==> src/rtl/wma_pkg.sv <==
// ----------------------------------------------------------------------------
// Weighted moment accumulator package
// Shared widths, defaults and the control bundle of the serial arithmetic units.
// ----------------------------------------------------------------------------
package wma_pkg;

    // Port widths of the item and result fields.
    localparam int KIND_W   = 2;
    localparam int COORD_W  = 16;
    localparam int WEIGHT_W = 16;
    localparam int COUNT_W  = 16;
    localparam int WTOT_W   = 32;
    localparam int MEAN_W   = 24;
    localparam int VAR_W    = 38;
    localparam int COV_W    = 39;

    // Defaults for the top-level parameters.
    localparam int DEF_COORD_BITS  = 16;
    localparam int DEF_WEIGHT_BITS = 16;
    localparam int DEF_COUNT_BITS  = 16;

    // Accumulator and datapath widths.
    localparam int FIRST_W = 48;
    localparam int SUM_W   = 64;
    localparam int OPND_W  = 64;
    localparam int PROD_W  = 128;
    localparam int LEN_W   = 7;

    // Item kinds.
    typedef enum logic [KIND_W-1:0] {
        KIND_ADD   = 2'd0,
        KIND_SUB   = 2'd1,
        KIND_CLEAR = 2'd2,
        KIND_NONE  = 2'd3
    } kind_t;

    // Control bundle handed to a serial unit: a start strobe and a step count.
    typedef struct packed {
        logic             start;
        logic [LEN_W-1:0] len;
    } op_ctrl_t;

endpackage

==> src/rtl/wma_div.sv <==
// ----------------------------------------------------------------------------
// Bit-serial divider
// Restoring divider that produces one quotient bit per cycle, with a flag for
// quotients that do not fit 64 bits.
// ----------------------------------------------------------------------------
module wma_div (
    input  logic                        aclk,
    input  logic                        aresetn,
    input  wma_pkg::op_ctrl_t           ctrl,
    input  logic [wma_pkg::PROD_W-1:0]  num,
    input  logic [wma_pkg::OPND_W-1:0]  den,
    output logic                        done,
    output logic [wma_pkg::OPND_W-1:0]  quot,
    output logic                        big
);
    import wma_pkg::*;

    logic [PROD_W-1:0] n_sh_reg;
    logic [OPND_W-1:0] den_reg;
    logic [OPND_W-1:0] rem_reg;
    logic [OPND_W-1:0] q_reg;
    logic              big_reg;
    logic [LEN_W-1:0]  cnt_reg;
    logic              busy_reg;
    logic              done_reg;

    logic [OPND_W:0]   rem_sh;
    logic [OPND_W:0]   rem_sub;
    logic              fits;

    // Trial subtraction for the next numerator bit.
    always_comb begin
        rem_sh  = {rem_reg, n_sh_reg[PROD_W-1]};
        rem_sub = rem_sh - {1'b0, den_reg};
        fits    = (rem_sh >= {1'b0, den_reg});
    end

    // The numerator arrives left aligned; len bits of it are shifted through.
    always_ff @(posedge aclk) begin
        if (!aresetn) begin
            busy_reg <= 1'b0;
            done_reg <= 1'b0;
        end else begin
            done_reg <= !ctrl.start && busy_reg && (cnt_reg == LEN_W'(1));
            if (ctrl.start) begin
                n_sh_reg <= num;
                den_reg  <= den;
                rem_reg  <= '0;
                q_reg    <= '0;
                big_reg  <= 1'b0;
                cnt_reg  <= ctrl.len;
                busy_reg <= 1'b1;
            end else if (busy_reg) begin
                n_sh_reg <= n_sh_reg << 1;
                rem_reg  <= fits ? rem_sub[OPND_W-1:0] : rem_sh[OPND_W-1:0];
                q_reg    <= {q_reg[OPND_W-2:0], fits};
                big_reg  <= big_reg | q_reg[OPND_W-1];
                cnt_reg  <= cnt_reg - 1'b1;
                if (cnt_reg == LEN_W'(1)) begin
                    busy_reg <= 1'b0;
                end
            end
        end
    end

    assign done = done_reg;
    assign quot = q_reg;
    assign big  = big_reg;

endmodule

==> config.mk <==
export PLATFORM = sky130hd
export DESIGN_NAME = wma_div
export DESIGN_NICKNAME = d
export VERILOG_FILES = /design/src/rtl/wma_pkg.sv /design/src/rtl/wma_div.sv
export SDC_FILE = /design/constraint.sdc
export NUM_CORES = 1
export LEC_CHECK = 0
export BUFFER_PORTS_ARGS = -buffer_cell sky130_fd_sc_hd__buf_2
export CAP_MARGIN = 20
export CORE_MARGIN = 2
export CORE_UTILIZATION = 45
export DETAILED_ROUTE_END_ITERATION = 6
export PLACE_DENSITY_LB_ADDON = 0.15
export SLEW_MARGIN = 20
export SYNTH_ARGS = -nofsm -noshare
export SYNTH_HDL_FRONTEND = slang
export SYNTH_SLANG_ARGS = --single-unit
==> constraint.sdc <==
create_clock -name aclk -period 9.3 [get_ports aclk]
set_input_delay 0.93 -clock aclk [delete_from_list [all_inputs] [get_ports aclk]]
set_output_delay 0.93 -clock aclk [all_outputs]
set_load 0.005 [all_outputs]
# Word level (Yosys, flattened, before mapping)

Cells that the tools add are included.

Add/subtract/negate cells: 2
$lt $le $gt $ge: 1
Equal/unequal tests: 1
Multiplexer cells: 11
Bitwise gates (word level): 1
Reduce and logical (&&, ||, !) cells: 6

Operator list:

| operator                                         | count |
|---|---|
| 2-to-1 mux 128 bit                               | 2 |
| 2-to-1 mux 64 bit                                | 3 |
| greater-or-equal comparator 65 x 64 -> 1 bit     | 1 |
| subtractor 64 bit                                | 1 |
| 2-to-1 mux 7 bit                                 | 2 |
| == test 7 x 1 -> 1 bit, second input constant    | 1 |
| subtractor 7 x 1 -> 7 bit, second input constant | 1 |
| 2-to-1 mux 1 bit                                 | 4 |
| AND reduction 2 bit                              | 2 |
| logical AND 1 bit                                | 2 |
| nonzero test 2 bit                               | 1 |
| zero test 1 bit                                  | 1 |
| bitwise OR 1 bit                                 | 1 |

Bits in registers: 330
Input port bits: 202
Output and inout bits: 66
Word-level logic and storage cells: 30

# Logic depth before layout (Yosys ltp)

Depth after elaboration: 4
Gate-level depth with buffers: 14
Mapped depth without buffers: 13

# Worst setup path after synthesis

No wires, ideal clock.

Path kind: in2reg
From: in ctrl[7] (netlist bit)
To: reg big_reg (netlist: big) (enable)
Setup time: 650 ps
Data arrival time: 7327 ps
Data required time: 8650 ps
Setup slack: 1323 ps
Cell stages on the path: 3
Buffers on the path: 2
Cells stage by stage: clkbuf_1 > clkbuf_1 > o21a_1

Longest elaborated chain between the ends: 2

Ends and longest elaborated chain:

| item                                 | line          | RTL |
|---|---|---|
| start, declared                      | wma_div.sv:9  | `input wma_pkg::op_ctrl_t ctrl,` |
| nonzero test 2 bit (no source line)  | n/a           |  |
| AND reduction 2 bit (no source line) | n/a           |  |
| end signal, assigned                 | wma_div.sv:57 | `big_reg <= big_reg \| q_reg[OPND_W-1];` |
| end, declared                        | wma_div.sv:22 | `logic big_reg;` |

No other way between the ends.
A chain may end at the register's enable or synchronous reset.

# Worst setup path after layout

From: reg rem_reg[11]
To: reg rem_reg[43] (data pin)

Longest elaborated chain between the ends: 3
Elaborated cells between the ends (all ways): 4
Those cells by class: 1 x add/sub; 1 x order compare; 2 x mux

Ends and longest elaborated chain:

| item                                                                              | line                         | RTL |
|---|---|---|
| start, declared                                                                   | wma_div.sv:20                | `logic [OPND_W-1:0] rem_reg;` |
| start signal, assigned                                                            | wma_div.sv:55                | `rem_reg <= fits ? rem_sub[OPND_W-1:0] : rem_sh[OPND_W-1:0];` |
| subtractor 64 bit or greater-or-equal comparator 65 x 64 -> 1 bit (tied branches) | wma_div.sv:34, wma_div.sv:35 |  |
| 2-to-1 mux 64 bit (*)                                                             | wma_div.sv:55                |  |
| 2-to-1 mux 64 bit (*)                                                             | wma_div.sv:53                | `end else if (busy_reg) begin` |

Mark *: on every way between the ends. The rest lies on a longest branch, timed or not. The select of a mux whose other input is x is not followed.

==> run_results.csv <==
group,metric,value,unit
cells_and_area,register_area,9890,sq um
cells_and_area,multi_input_area,6560,sq um
grt,antenna_found_initial,21,
critical_path,crit_buf_inv,1,
cells_and_area,layout.cells.non_filler,2215,
critical_path,critPathTopFamily,"compound AO/OA/AOI/OAI gates",
critical_path,worst_setup_path_end_kind,"flop",
cells_and_area,largest_reg_flops,128,
die,ios,268,
critical_path,timing.rr.end,"rem_reg[43]",
critical_path,worstSetupPathType,"flop to flop",
sta,worst_pin_slew,1.09,ns
grt,grt_pass1_vias,11600,
worst_hold_path,worstHoldEndpoint,"done",
grt,grt_usage,20.0,%
synth,synthAdderAreaFrac,4.95,%
critical_path,path_cells,"ha_1 > a21oi_1 > o21ai_0 > a221oi_1 > nand3b_2 > a21oi_2 > o31a_4 > o21a_1 > buf_4 > nor2_4 > a32o_1",
cts,clk_latency,0.55,ns
die,core_area,37500,sq um
cts,post_cts_resized,0,
place,gp_congestion,0.864,
cts,clk_pin_slew,0.06,ns
synth,synth.most_common_cell,"edfxtp_1",
die,initial_core_util,45.6,%
cts,cts_buffer_depth,3,
sta,setup_viol,0,
route,remaining_drc_errors,0,
die,die-height,199,um
cells_and_area,syn2layout_area_growth,17.0,%
synth,ys_ff_latch,330,
worst_hold_path,hold_depth,2,
sta,final.setup_skew,0.0161,ns
synth,synth.net_count,1697,
critical_path,cpPeakStageDelay,0.59,ns
die,die_x,199,um
synth,synth_cell_types,69,
synth,yosys_warnings,0,
run,maxCapViolCount,0,
route,via_count,11800,
sta,slew-limit-headroom,27.6,%
synth,synth_common_cells,"edfxtp_1 (328), nand2_1 (145), mux2_2 (127)",
synth,synth_top_cell_area_share,57.6,%
cells_and_area,fillers,3357,
critical_path,cp_max_fo,28,
sta,tns,0,ns
critical_path,cp.required,9.61,ns
synth,synth-simple-area-share,10.9,%
synth,synth_area_leaders,"edfxtp_1 (58%), mux2_2 (8.4%), ha_1 (4.8%)",
cts,numClockSinks,330,
synth,yosysSeqAreaShare,57.9,%
cts,holdBufCountCts,0,
synth,syn_avg_cell_area,12.0,sq um
grt,grt_pass1_wl,61600,um
critical_path,arrival,4.39,ns
place,io_buffers,267,
worst_hold_path,hp-start,"busy_reg",
route,routed_wl,39500,um
route,drtAntennaViolNets,0,
cells_and_area,layout-drive-gt1-share,27.5,%
route,first_pass_iters,6,
power_and_ir_drop,leakagePower,7.87,nW
power_and_ir_drop,peakVddDrop,0.151,mV
cts,cts_made_buffers,38,
place,hpwl,27300,um
outcome,status,"completed",
synth,syn-cell-area,17100,sq um
cts,cts.htree.levels,2,
grt,grt_overflow_total,0,
synth,synth_largest_area_cell,"edfxtp_1",
critical_path,r2r_setup_slack,5.22,ns
synth,synth_ff_type,"edfxtp_1",
sta,drv_slew,0,
power_and_ir_drop,p_per_area,203,nW/um^2
sta,period_needed,4.08,ns
synth,synth_edf_count,328,
synth,synth_top_family_by_area,"compound AO/OA/AOI/OAI gates",
synth,synthXorXnorAreaFrac,3.18,%
sta,hold_viol,0,
die,rows,71,
route,drt_iter0_markers,676,
critical_path,r2r_cells,11,
worst_hold_path,hold_path.class,"flop to flop",
sta,post-route-period-util,43.9,%
grt,grt_max_degree,135,
cts,cts_tree,"built",
synth,synth_compound_area_share,10.9,%
critical_path,crit_slowest_cell,"o21a_1",
cells_and_area,nNetsFinal,1939,
sta,rsz0062_at_grt,"no",
route,vias_per_cell,5.31,
cells_and_area,post-route-util,53.3,%
synth,async_flop_share,0,%
cts,cts-root-buf,"clkbuf_16",
route,routedWlPerCell,17.8,um
critical_path,r2r-start,"rem_reg[11]",
critical_path,critPathLaunch,"rem_reg[11]",
cts,post_cts_buffers,0,
synth,syn_inst,1428,
synth,synth.area.mux_share,8.37,%
power_and_ir_drop,p_total,4.05,mW
sta,fmax,0.245,GHz
critical_path,start_kind,"flop",
die,die_area,39500,sq um
place,dp.cells,2141,
==> worst min-delay path, cell delays in order, from the launching register on <==
cell     delay (ns)
dfxtp_1        0.32
nand2_1        0.08
nor3b_1        0.05
==> cell families (layout without fill, tap and decap cells) <==
logic type / after synthesis / in the layout
xor+xnor: 62 / 62
mux: 127 / 127
flops: 330 / 330
compound gates: 293 / 293
buf+inv: 164 / 430
fa+ha+maj: 67 / 67
other cells: 0 / 10
simple gates: 385 / 385
==> layer usage <==
layer	global-route usage, %	wire length, um	vias to the layer above
li1	-	-	5721
met1	26.7	17400	5616
met2	30.5	18000	309
met3	6.80	3110	84
met4	6.69	870	24
met5	0	147	-
==> cells in the final DEF (no fill, tap or decap), types with 9 or more instances in the layout <==
cell	synthesis	routed
a211oi_1	18	18
a21o_1	19	19
a21oi_1	120	120
a22o_1	10	10
buf_2	13	266
buf_4	1	9
clkbuf_16	0	38
clkinv_1	0	9
diode_2	0	10
edfxtp_1	328	328
ha_1	66	66
inv_1	90	90
mux2_2	127	127
nand2_1	145	145
nand3_1	25	25
nand4_1	24	24
nor2_1	67	67
nor2b_1	71	71
nor3_1	13	13
o21a_1	10	9
o21ai_0	47	47
o21bai_1	23	23
xnor2_1	43	43
xor2_1	19	19
==> report_power, final <==
part / internal, mW / leakage, nW / switching, mW / total, mW
sequential: 1.80 / 3.18 / 0.0488 / 1.85
clock: 0.780 / 0.547 / 0.602 / 1.38
combinational: 0.344 / 4.14 / 0.482 / 0.826
total: 2.92 / 7.87 / 1.13 / 4.05
==> through the flow <==
step / worst slack [ns] / instance area [sq um] / hold slack, ns
2_1_floorplan: 1.32 / 17100 / 0.452
3_3_place_gp: 4.87 / 18800 / 0.478
3_5_place_dp: 4.85 / 18800 / 0.481
4_1_cts: 5.17 / 20000 / 0.492
5_1_grt: 4.91 / 20000 / 0.522
6_report: 5.22 / 20000 / 0.492
==> worst max-delay path by stage <==
stage,slack [ns],cells past startpoint,end
2_1_floorplan,1.32,3,big
3_3_place_gp,4.87,4,n_sh_reg[68]
3_5_place_dp,4.85,4,n_sh_reg[71]
4_1_cts,5.17,11,rem_reg[43]
5_1_grt,4.91,11,rem_reg[43]
6_report,5.22,11,rem_reg[43]
==> layout make-up <==
type / instances / area share [%]
Sequential cell: 330 / 49.5
Multi-Input combinational cell: 934 / 32.8
Timing Repair Buffer: 276 / 7.08
Clock buffer: 46 / 4.91
Tap cell: 511 / 3.20
Inverter: 90 / 1.69
Clock inverter: 18 / 0.670
Antenna cell: 10 / 0.125
(Power assumes the default switching activity.)
