$ cat src/rtl/wma_pkg.sv
// ----------------------------------------------------------------------------
// Weighted moment accumulator package
// Shared widths, defaults and the control bundle of the serial arithmetic units.
// ----------------------------------------------------------------------------
package wma_pkg;

    // Port widths of the item and result fields.
    localparam int KIND_W   = 2;
    localparam int COORD_W  = 16;
    localparam int WEIGHT_W = 16;
    localparam int COUNT_W  = 16;
    localparam int WTOT_W   = 32;
    localparam int MEAN_W   = 24;
    localparam int VAR_W    = 38;
    localparam int COV_W    = 39;

    // Defaults for the top-level parameters.
    localparam int DEF_COORD_BITS  = 16;
    localparam int DEF_WEIGHT_BITS = 16;
    localparam int DEF_COUNT_BITS  = 16;

    // Accumulator and datapath widths.
    localparam int FIRST_W = 48;
    localparam int SUM_W   = 64;
    localparam int OPND_W  = 64;
    localparam int PROD_W  = 128;
    localparam int LEN_W   = 7;

    // Item kinds.
    typedef enum logic [KIND_W-1:0] {
        KIND_ADD   = 2'd0,
        KIND_SUB   = 2'd1,
        KIND_CLEAR = 2'd2,
        KIND_NONE  = 2'd3
    } kind_t;

    // Control bundle handed to a serial unit: a start strobe and a step count.
    typedef struct packed {
        logic             start;
        logic [LEN_W-1:0] len;
    } op_ctrl_t;

endpackage

$ cat src/rtl/wma_mul.sv
// ----------------------------------------------------------------------------
// Bit-serial multiplier
// Shift-and-add multiplier that retires one multiplier bit per cycle.
// ----------------------------------------------------------------------------
module wma_mul (
    input  logic                        aclk,
    input  logic                        aresetn,
    input  wma_pkg::op_ctrl_t           ctrl,
    input  logic [wma_pkg::OPND_W-1:0]  op_a,
    input  logic [wma_pkg::OPND_W-1:0]  op_b,
    output logic                        done,
    output logic [wma_pkg::PROD_W-1:0]  product
);
    import wma_pkg::*;

    logic [PROD_W-1:0] acc_reg;
    logic [PROD_W-1:0] a_sh_reg;
    logic [OPND_W-1:0] b_sh_reg;
    logic [LEN_W-1:0]  cnt_reg;
    logic              busy_reg;
    logic              done_reg;

    // One multiplier bit per cycle; the multiplicand shifts up as the bits go by.
    always_ff @(posedge aclk) begin
        if (!aresetn) begin
            busy_reg <= 1'b0;
            done_reg <= 1'b0;
        end else begin
            done_reg <= !ctrl.start && busy_reg && (cnt_reg == LEN_W'(1));
            if (ctrl.start) begin
                acc_reg  <= '0;
                a_sh_reg <= PROD_W'(op_a);
                b_sh_reg <= op_b;
                cnt_reg  <= ctrl.len;
                busy_reg <= 1'b1;
            end else if (busy_reg) begin
                if (b_sh_reg[0]) begin
                    acc_reg <= acc_reg + a_sh_reg;
                end
                a_sh_reg <= a_sh_reg << 1;
                b_sh_reg <= b_sh_reg >> 1;
                cnt_reg  <= cnt_reg - 1'b1;
                if (cnt_reg == LEN_W'(1)) begin
                    busy_reg <= 1'b0;
                end
            end
        end
    end

    assign done    = done_reg;
    assign product = acc_reg;

endmodule

$ cat config.mk
export PLATFORM = sky130hd
export DESIGN_NAME = wma_mul
export DESIGN_NICKNAME = d
export VERILOG_FILES = /design/src/rtl/wma_pkg.sv /design/src/rtl/wma_mul.sv
export SDC_FILE = /design/constraint.sdc
export NUM_CORES = 1
export LEC_CHECK = 0
export BUFFER_PORTS_ARGS = -buffer_cell sky130_fd_sc_hd__buf_2
export CAP_MARGIN = 20
export CORE_MARGIN = 5
export CORE_UTILIZATION = 40
export DETAILED_ROUTE_END_ITERATION = 7
export MAX_ROUTING_LAYER = met4
export PLACE_DENSITY = 0.65
export REMOVE_ABC_BUFFERS = 1
export SYNTH_ARGS = -nofsm -noshare
export SYNTH_HDL_FRONTEND = slang
export SYNTH_SLANG_ARGS = --single-unit
$ cat constraint.sdc
create_clock -name aclk -period 9.6 [get_ports aclk]
set_input_delay 0.48 -clock aclk [delete_from_list [all_inputs] [get_ports aclk]]
set_output_delay 0.48 -clock aclk [all_outputs]
set_load 0.03 [all_outputs]
== Word-level counts from Yosys, hierarchy flattened ==
Cells that the tools add are included.

* Add/sub/neg operators: 2
* $mul: 0
* Div/mod/pow operators: 0
* Order comparisons: 0
* Eq/ne operators: 1
* Shifts and indexed selects: 0
* Muxes and demuxes: 11
* Bitwise operators: 0
* Reduce and logical (&&, ||, !) cells: 7

{| class="wikitable"
|+ Operators by type and width
! operator !! count
|-
| $mux W128 || 3
|-
| $mux W64 || 3
|-
| $add A128 B128 Y128 || 1
|-
| $mux W7 || 2
|-
| $eq A7 B1 Y1 const B || 1
|-
| $sub A7 B1 Y7 const B || 1
|-
| $reduce_bool A2 Y1 || 2
|-
| $mux W1 || 3
|-
| $reduce_and A3 Y1 || 1
|-
| $logic_and A1 B1 Y1 || 2
|-
| $reduce_and A2 Y1 || 1
|-
| $logic_not A1 Y1 || 1
|}

* Flip-flop bits (word level): 329
* Latch bits: 0
* Bits in writable memories: 0
* Memory bits (read-only): 0
* Memories kept: 0

== Longest topological paths before layout ==
Gate-level depths: netlist (run 1).

* Depth after elaboration: 4
* Gate-level depth with buffers: 12
* Mapped depth without buffers: 12

== Least setup slack after synthesis (run 1) ==
Ideal clock, no wire load.

* Path type: input to register
* Start point: input ctrl[7] (netlist bit)
* End point: register acc_reg[0] (netlist: product[0]) (enable)
* Setup time: 0.631 ns
* Data arrival time: 7.087 ns
* Data required time: 8.969 ns
* Path slack: 1.882 ns
* Stages: 5
* Buffers on the path: 3
* Cell sequence: clkbuf_1 clkbuf_1 clkbuf_1 a21oi_1 nor2b_1

* Word-level cells in the longest chain between the ends: 2
* Elaborated cells between the ends (all ways): 3

{| class="wikitable"
|+ RTL lines
! element !! RTL line !! RTL
|-
| start: declaration || wma_mul.sv:8 || <nowiki>input wma_pkg::op_ctrl_t ctrl,</nowiki>
|-
| $reduce_bool A2 Y1 (no source line) || n/a ||
|-
| $reduce_and A3 Y1 (no source line) * || n/a ||
|-
| end signal: assignment || wma_mul.sv:38 || <nowiki>acc_reg <= acc_reg + a_sh_reg;</nowiki>
|-
| end: declaration || wma_mul.sv:16 || <nowiki>logic [PROD_W-1:0] acc_reg;</nowiki>
|}

Mark *: on every way between the ends. The rest lies on a longest branch, timed or not.
A chain may end at the register's enable or synchronous reset.

== Final worst setup path (run 1) ==
* Start point: register acc_reg[0] (netlist: product[0])
* End point: register acc_reg[68] (netlist: product[68]), data pin

* Word-level cells in the longest chain between the ends: 3

{| class="wikitable"
|+ RTL lines
! element !! RTL line !! RTL
|-
| $add A128 B128 Y128 || wma_mul.sv:38 ||
|-
| $mux W128 || wma_mul.sv:37 || <nowiki>if (b_sh_reg[0]) begin</nowiki>
|-
| $mux W128 || wma_mul.sv:36 || <nowiki>end else if (busy_reg) begin</nowiki>
|}

No other way between the ends. The select of a mux whose other input is x is not followed.

==> impl_metrics.tcl, run 1 <==
set metrics [dict create \
    r2r-start "product[0]" \
    finalWeightedCongestion 0.955 \
    hp-class "in2reg" \
    slowest_stage "a31oi_2" \
    use_met2_pct 34.2 \
    drive_gt1_share_pct 21.8 \
    slew_viol_final 0 \
    crit_start "product[0]" \
    finalCriticalPeriod_ps 4050 \
    num_rows 85 \
    crit_cells 12 \
    fin_util_pct 46.5 \
    grt_overflow 0 \
    endpoint_kind "flop" \
    final_antenna_net_count 0 \
    reg2reg_depth 12 \
    cp.required_ps 9920 \
    cp_slowest_stage_delay_ps 460 \
    crit_chain "ha_1, fa_1, a211oi_1, o211ai_2, a31oi_2, nor3_1, o2111ai_1, nand2_1, a21oi_1, o21ai_0, a21oi_1, mux2_2" \
    placed_area_sq_um 23500 \
    dp_hpwl_mm 48.7 \
    cts_buffers 43 \
    clk_pin_slew_ps 60 \
    p_per_area_nw_per_um2 190 \
    tightest_slew_ps 1100 \
    post-cts-setup-buffers 0 \
    setup_viol 0 \
    arrival_ps 4370 \
    status "complete, no violations" \
    synthMuxAreaShare_pct 7.47 \
    top_usage_layer "met2" \
    cts.sinks 329 \
    instances_no_fill 3076 \
    dieArea_sq_um 59000 \
    endpoint "product[68]" \
    die_w_um 243 \
    max_freq_mhz 247 \
    avgViaCountPerCell 5.71 \
    drv_cap 0 \
    fillers 5143 \
    final.period_utilization_pct 42.2 \
    cts_resized 0 \
    cts.hold.buffers_added 0 \
    rsz0062_at_grt "false" \
    synth.most_common_cell "edfxtp_1" \
    r2r_end "product[68]" \
    crit_family "compound AO/OA/AOI/OAI gates" \
    vdd_drop_max_mv 0.121 \
    startpoint_type "flop" \
    synth_top_family_by_area "compound AO/OA/AOI/OAI gates" \
    fin_nets 2612 \
    routed_wl_mm 64.6 \
    ys_warn_count 0 \
    cts_root_buf "clkbuf_16" \
    synth_area_leaders "edfxtp_1, ha_1, mux2_2" \
    synth.avg_cell_area_sq_um 10.2 \
    synth_top_area_share_pct 45.2 \
    synth-simple-area-share_pct 15.5 \
    route.detailed.drc 0 \
    relSlewSlack_pct 25.7 \
    ys_top_cells_by_count "edfxtp_1, nor2_1, a21oi_1, nand2_1, mux2_2" \
    grt_pass1_wl_mm 100 \
    initial_core_util_pct 40.3 \
    clockBufferDepth 3 \
    synthXorXnorAreaFrac_pct 3.83 \
    critical_path_class "reg2reg" \
    gr-usage-met1_pct 28.1 \
    antenna_found_initial 8 \
    grt_pass1_vias 17711 \
    port_buffers 266 \
    async_flop_share_pct 0 \
    synth_area_sq_um 21700 \
    synth_edf_count 327 \
    p_total_mw 4.76 \
    use_met3_pct 5.21 \
    ys_types 89 \
    drtPass1Iterations 6 \
    fin_area_sq_um 25000 \
    seq_area_frac_synth_pct 45.4 \
    ys_seq_elements 329 \
    grtUsageTotal_pct 21.5 \
    cts_tree "yes" \
    synthAdderAreaFrac_pct 7.53 \
    syn_inst 2137 \
    synth_compound_area_share_pct 17.3 \
    clock_latency_ps 570 \
    grt_max_degree 167 \
    hold_viol 0 \
    die_h_um 243 \
    ios 267 \
    cp_num_buf_inv 0 \
    p_leak_nw 9.80 \
    drt_iter0_drc 1250 \
    fin_skew_ps 14.3 \
    crit_top_cell "a21oi_1" \
    syn_to_final_growth_pct 15.3 \
    vias 17564 \
    post_drt_wl_per_cell_um 21.0 \
    cts_max_level 2 \
    dpl.cell_count 2994 \
    yosys.area.top_type "edfxtp_1" \
    r2r_setup_slack_ps 5550 \
    critical_path.max_fanout 4 \
    fin_setup_tns_ps 0 \
    coreArea_sq_um 53800 \
    synth_flop_cell "edfxtp_1" \
]
==> stage by stage <==
stage	hold slack, ps	setup slack [ps]
after global placement	497	5710
after global routing	182	5340
after floorplan	475	2810
final	197	5550
after CTS	164	5580
after detailed placement	498	5600
==> worst min path at each step <==
stage	start	to	slack (ps)	cells past startpoint
2_1_floorplan	busy_reg	done	480	1
3_3_place_gp	busy_reg	done	500	1
3_5_place_dp	busy_reg	done	500	1
4_1_cts	aresetn	done	160	2
5_1_grt	aresetn	done	180	2
6_report	aresetn	done	200	2
==> where the power goes <==
| part | switching, mW | total, mW | internal, mW |
|---|---|---|---|
| sequential | 0.0630 | 1.80 | 1.74 |
| combinational | 0.817 | 1.27 | 0.451 |
| clock | 0.650 | 1.69 | 1.04 |
==> routing by layer <==
layer / wire length, um / up-vias
met3: 4670 / 103
met5: 0 / -
met1: 28500 / 8481
li1: - / 8415
met2: 29700 / 565
met4: 1730 / 0
==> placed cells by master (no fill, tap or decap), types with 15 or more instances in the layout <==
cell type	synthesis	layout
nand3_1	24	24
a21oi_1	203	203
a31oi_1	15	15
nor2b_1	86	85
nand2_1	165	165
o21bai_1	35	35
mux2_2	135	135
ha_1	129	129
inv_1	48	48
nor2_1	228	228
buf_2	28	265
xnor2_1	56	56
xor2_1	39	39
edfxtp_1	327	327
nand4_1	63	63
clkbuf_16	0	45
nor3_1	50	50
a21o_1	69	69
o21ai_0	117	117
==> area by class of cell <==
class                      instances  area [sq um]  share of cell area, %
tap                              696           871                   3.48
inverter                          48           180                  0.720
clock inverter                    22           295                   1.18
timing repair buffer             273          1430                   5.70
clock buffer                      51          1150                   4.59
antenna                            8          20.0                 0.0800
multi-input combinational       1649         11200                   44.9
sequential                       329          9860                   39.4
==> cell families after synthesis <==
| group | after synthesis |
|---|---|
| flip-flops | 329 |
| adder cells (fa/ha/maj) | 130 |
| multiplexers | 144 |
| AND/OR/NAND/NOR | 698 |
| buffers and inverters | 159 |
| XOR/XNOR | 95 |
| AO/OA/AOI/OAI | 582 |
Power figures use the tool's default switching activity.
==> run 2: changes to the inputs <==
PLACE_DENSITY = 0.67   (was 0.65)
clock period = 3.7 ns   (was 9.6 ns; I/O delays follow)
==> run 2 against run 1 <==
Effect of this change:
- count of clock-buffer cells in the layout shrank 3
- routed wire length rose by 2.8%
- register-to-register slack got worse by 5400 ps
- setup slack got worse by 5400 ps
- highest routed layer unchanged
- cell area is 7.2% higher
- power increased to 2.6 times the previous value
- fmax up 13%
- sequential share of layout area decreased by 2.7 points
==> impl_metrics.tcl, run 2 (synthesized netlist as in run 1, its figures left out) <==
set metrics [dict create \
    dp_hpwl_mm 49.7 \
    fin_nets 2802 \
    port_buffers 266 \
    fin_skew_ps 27.0 \
    coreArea_sq_um 53800 \
    post_drt_wl_per_cell_um 20.4 \
    cts.sinks 329 \
    grt_pass1_wl_mm 103 \
    cp_num_buf_inv 1 \
    p_leak_nw 10.6 \
    hold_viol 0 \
    cts_max_level 2 \
    startpoint_type "flop" \
    cts_buffers 42 \
    crit_family "compound AO/OA/AOI/OAI gates" \
    relSlewSlack_pct 53.2 \
    tightest_slew_ps 702 \
    setup_viol 0 \
    finalWeightedCongestion 0.955 \
    finalCriticalPeriod_ps 3590 \
    antenna_cells 0 \
    die_h_um 243 \
    drtPass1Iterations 8 \
    avgViaCountPerCell 5.57 \
    cp.required_ps 4000 \
    status "complete, no violations" \
    clockBufferDepth 3 \
    final_common_cell "edfxtp_1" \
    dieArea_sq_um 59000 \
    placed_area_sq_um 24000 \
    vdd_drop_max_mv 0.350 \
    fillers 4963 \
    final_cell_mix "edfxtp_1, buf_2, nor2_1, a21oi_1, nand2_1" \
    drive_gt1_share_pct 22.7 \
    endpoint_kind "flop" \
    drt_iter0_drc 1206 \
    ios 267 \
    final_antenna_net_count 0 \
    route.detailed.drc 0 \
    p_per_area_nw_per_um2 460 \
    slew_viol_final 0 \
    clk_pin_slew_ps 60 \
    clock_latency_ps 570 \
    grt_pass1_vias 18303 \
    grtUsageTotal_pct 22.3 \
    slowest_stage "fa_2" \
    grt_overflow 0 \
    max_freq_mhz 278 \
    routed_wl_mm 66.4 \
    vias 18171 \
    p_total_mw 12.3 \
    antenna_found_initial 3 \
    drv_cap 0 \
    cts_tree "yes" \
    arrival_ps 3900 \
    hp-class "in2reg" \
    fin_area_sq_um 26800 \
    syn_to_final_growth_pct 23.6 \
    die_w_um 243 \
    critical_path.max_fanout 4 \
    initial_core_util_pct 40.3 \
    cts_root_buf "clkbuf_16" \
    grt_max_degree 112 \
    crit_chain "ha_2, fa_2, a211oi_2, o211ai_2, a31oi_2, buf_4, nor4_4, o21ai_2, a21oi_2, o211ai_1, nand3_1, mux2i_1, a311o_1" \
    num_rows 85 \
    final.period_utilization_pct 97.1 \
    cp_slowest_stage_delay_ps 420 \
    critical_path_class "reg2reg" \
]
==> run 2: cell types whose count changed in the layout (fill, tap and decap cells not counted), moves of 4 or more <==
cell           before  now
dlygate4sd3_1       0  136
buf_4               5   56
buf_12              1    6
clkinv_1            5    9
ha_1              129  124
diode_2             8    0
ha_4                0    4
==> run 2: path summary, 6_finish.rpt <==
path	start	to	slack, ps	depth (start not counted)
hold / removal	ctrl[7]	cnt_reg[0]	210	2
hold reg to reg	busy_reg	done	500	1
setup / recovery	product[0]	product[124]	110	13
setup reg to reg	product[0]	product[124]	110	13
==> run 2: timing repair <==
| item | CTS | global route |
|---|---|---|
| resized for setup | 1 | 19 |
| pin swaps | 0 | 6 |
| setup endpoints to repair | 2 | 20 |
| hold endpoints to repair | 136 | 0 |
| hold buffers | 136 | 0 |
| setup buffers | 0 | 4 |
==> run 2: routing by layer <==
metal	vias up	track usage [%]	part of all wire (%)
li1	8777	-	-
met2	516	35.2	46
met4	0	5.71	2.4
met1	8780	29.6	44
met5	-	-	0
met3	98	4.42	6.7
==> run 2: power breakdown <==
part / internal, mW / total (mW) / switching [mW]
logic: 1.36 / 3.53 / 2.17
clock network: 2.47 / 4.15 / 1.68
registers: 4.50 / 4.67 / 0.169
==> run 2: area by class of cell <==
type,instances,area (sq um),share of cell area [%]
multi-input cells,1649,11300,42.2
flip-flops and latches,329,9860,36.7
repair buffers,464,3240,12.1
clock buffers,48,1090,4.08
well taps,696,871,3.25
clock inverters,26,263,0.979
inverters,48,180,0.671
==> run 2: per-stage QoR <==
| stage | util (%) | worst slack [ps] | hold WS [ps] | setup TNS [ps] | instances |
|---|---|---|---|---|---|
| floorplan | - | -2960 | 338 | -705650 | 2026 |
| global placement | 44.6 | 86.8 | 461 | 0 | 3046 |
| detailed placement | 44.6 | -34.7 | 467 | -45.9 | 3046 |
| CTS | 49.6 | 23.2 | 179 | 0 | 3256 |
| global route | 49.9 | -39.4 | 225 | -146 | 3260 |
| finish | 49.9 | 107 | 209 | 0 | 3260 |
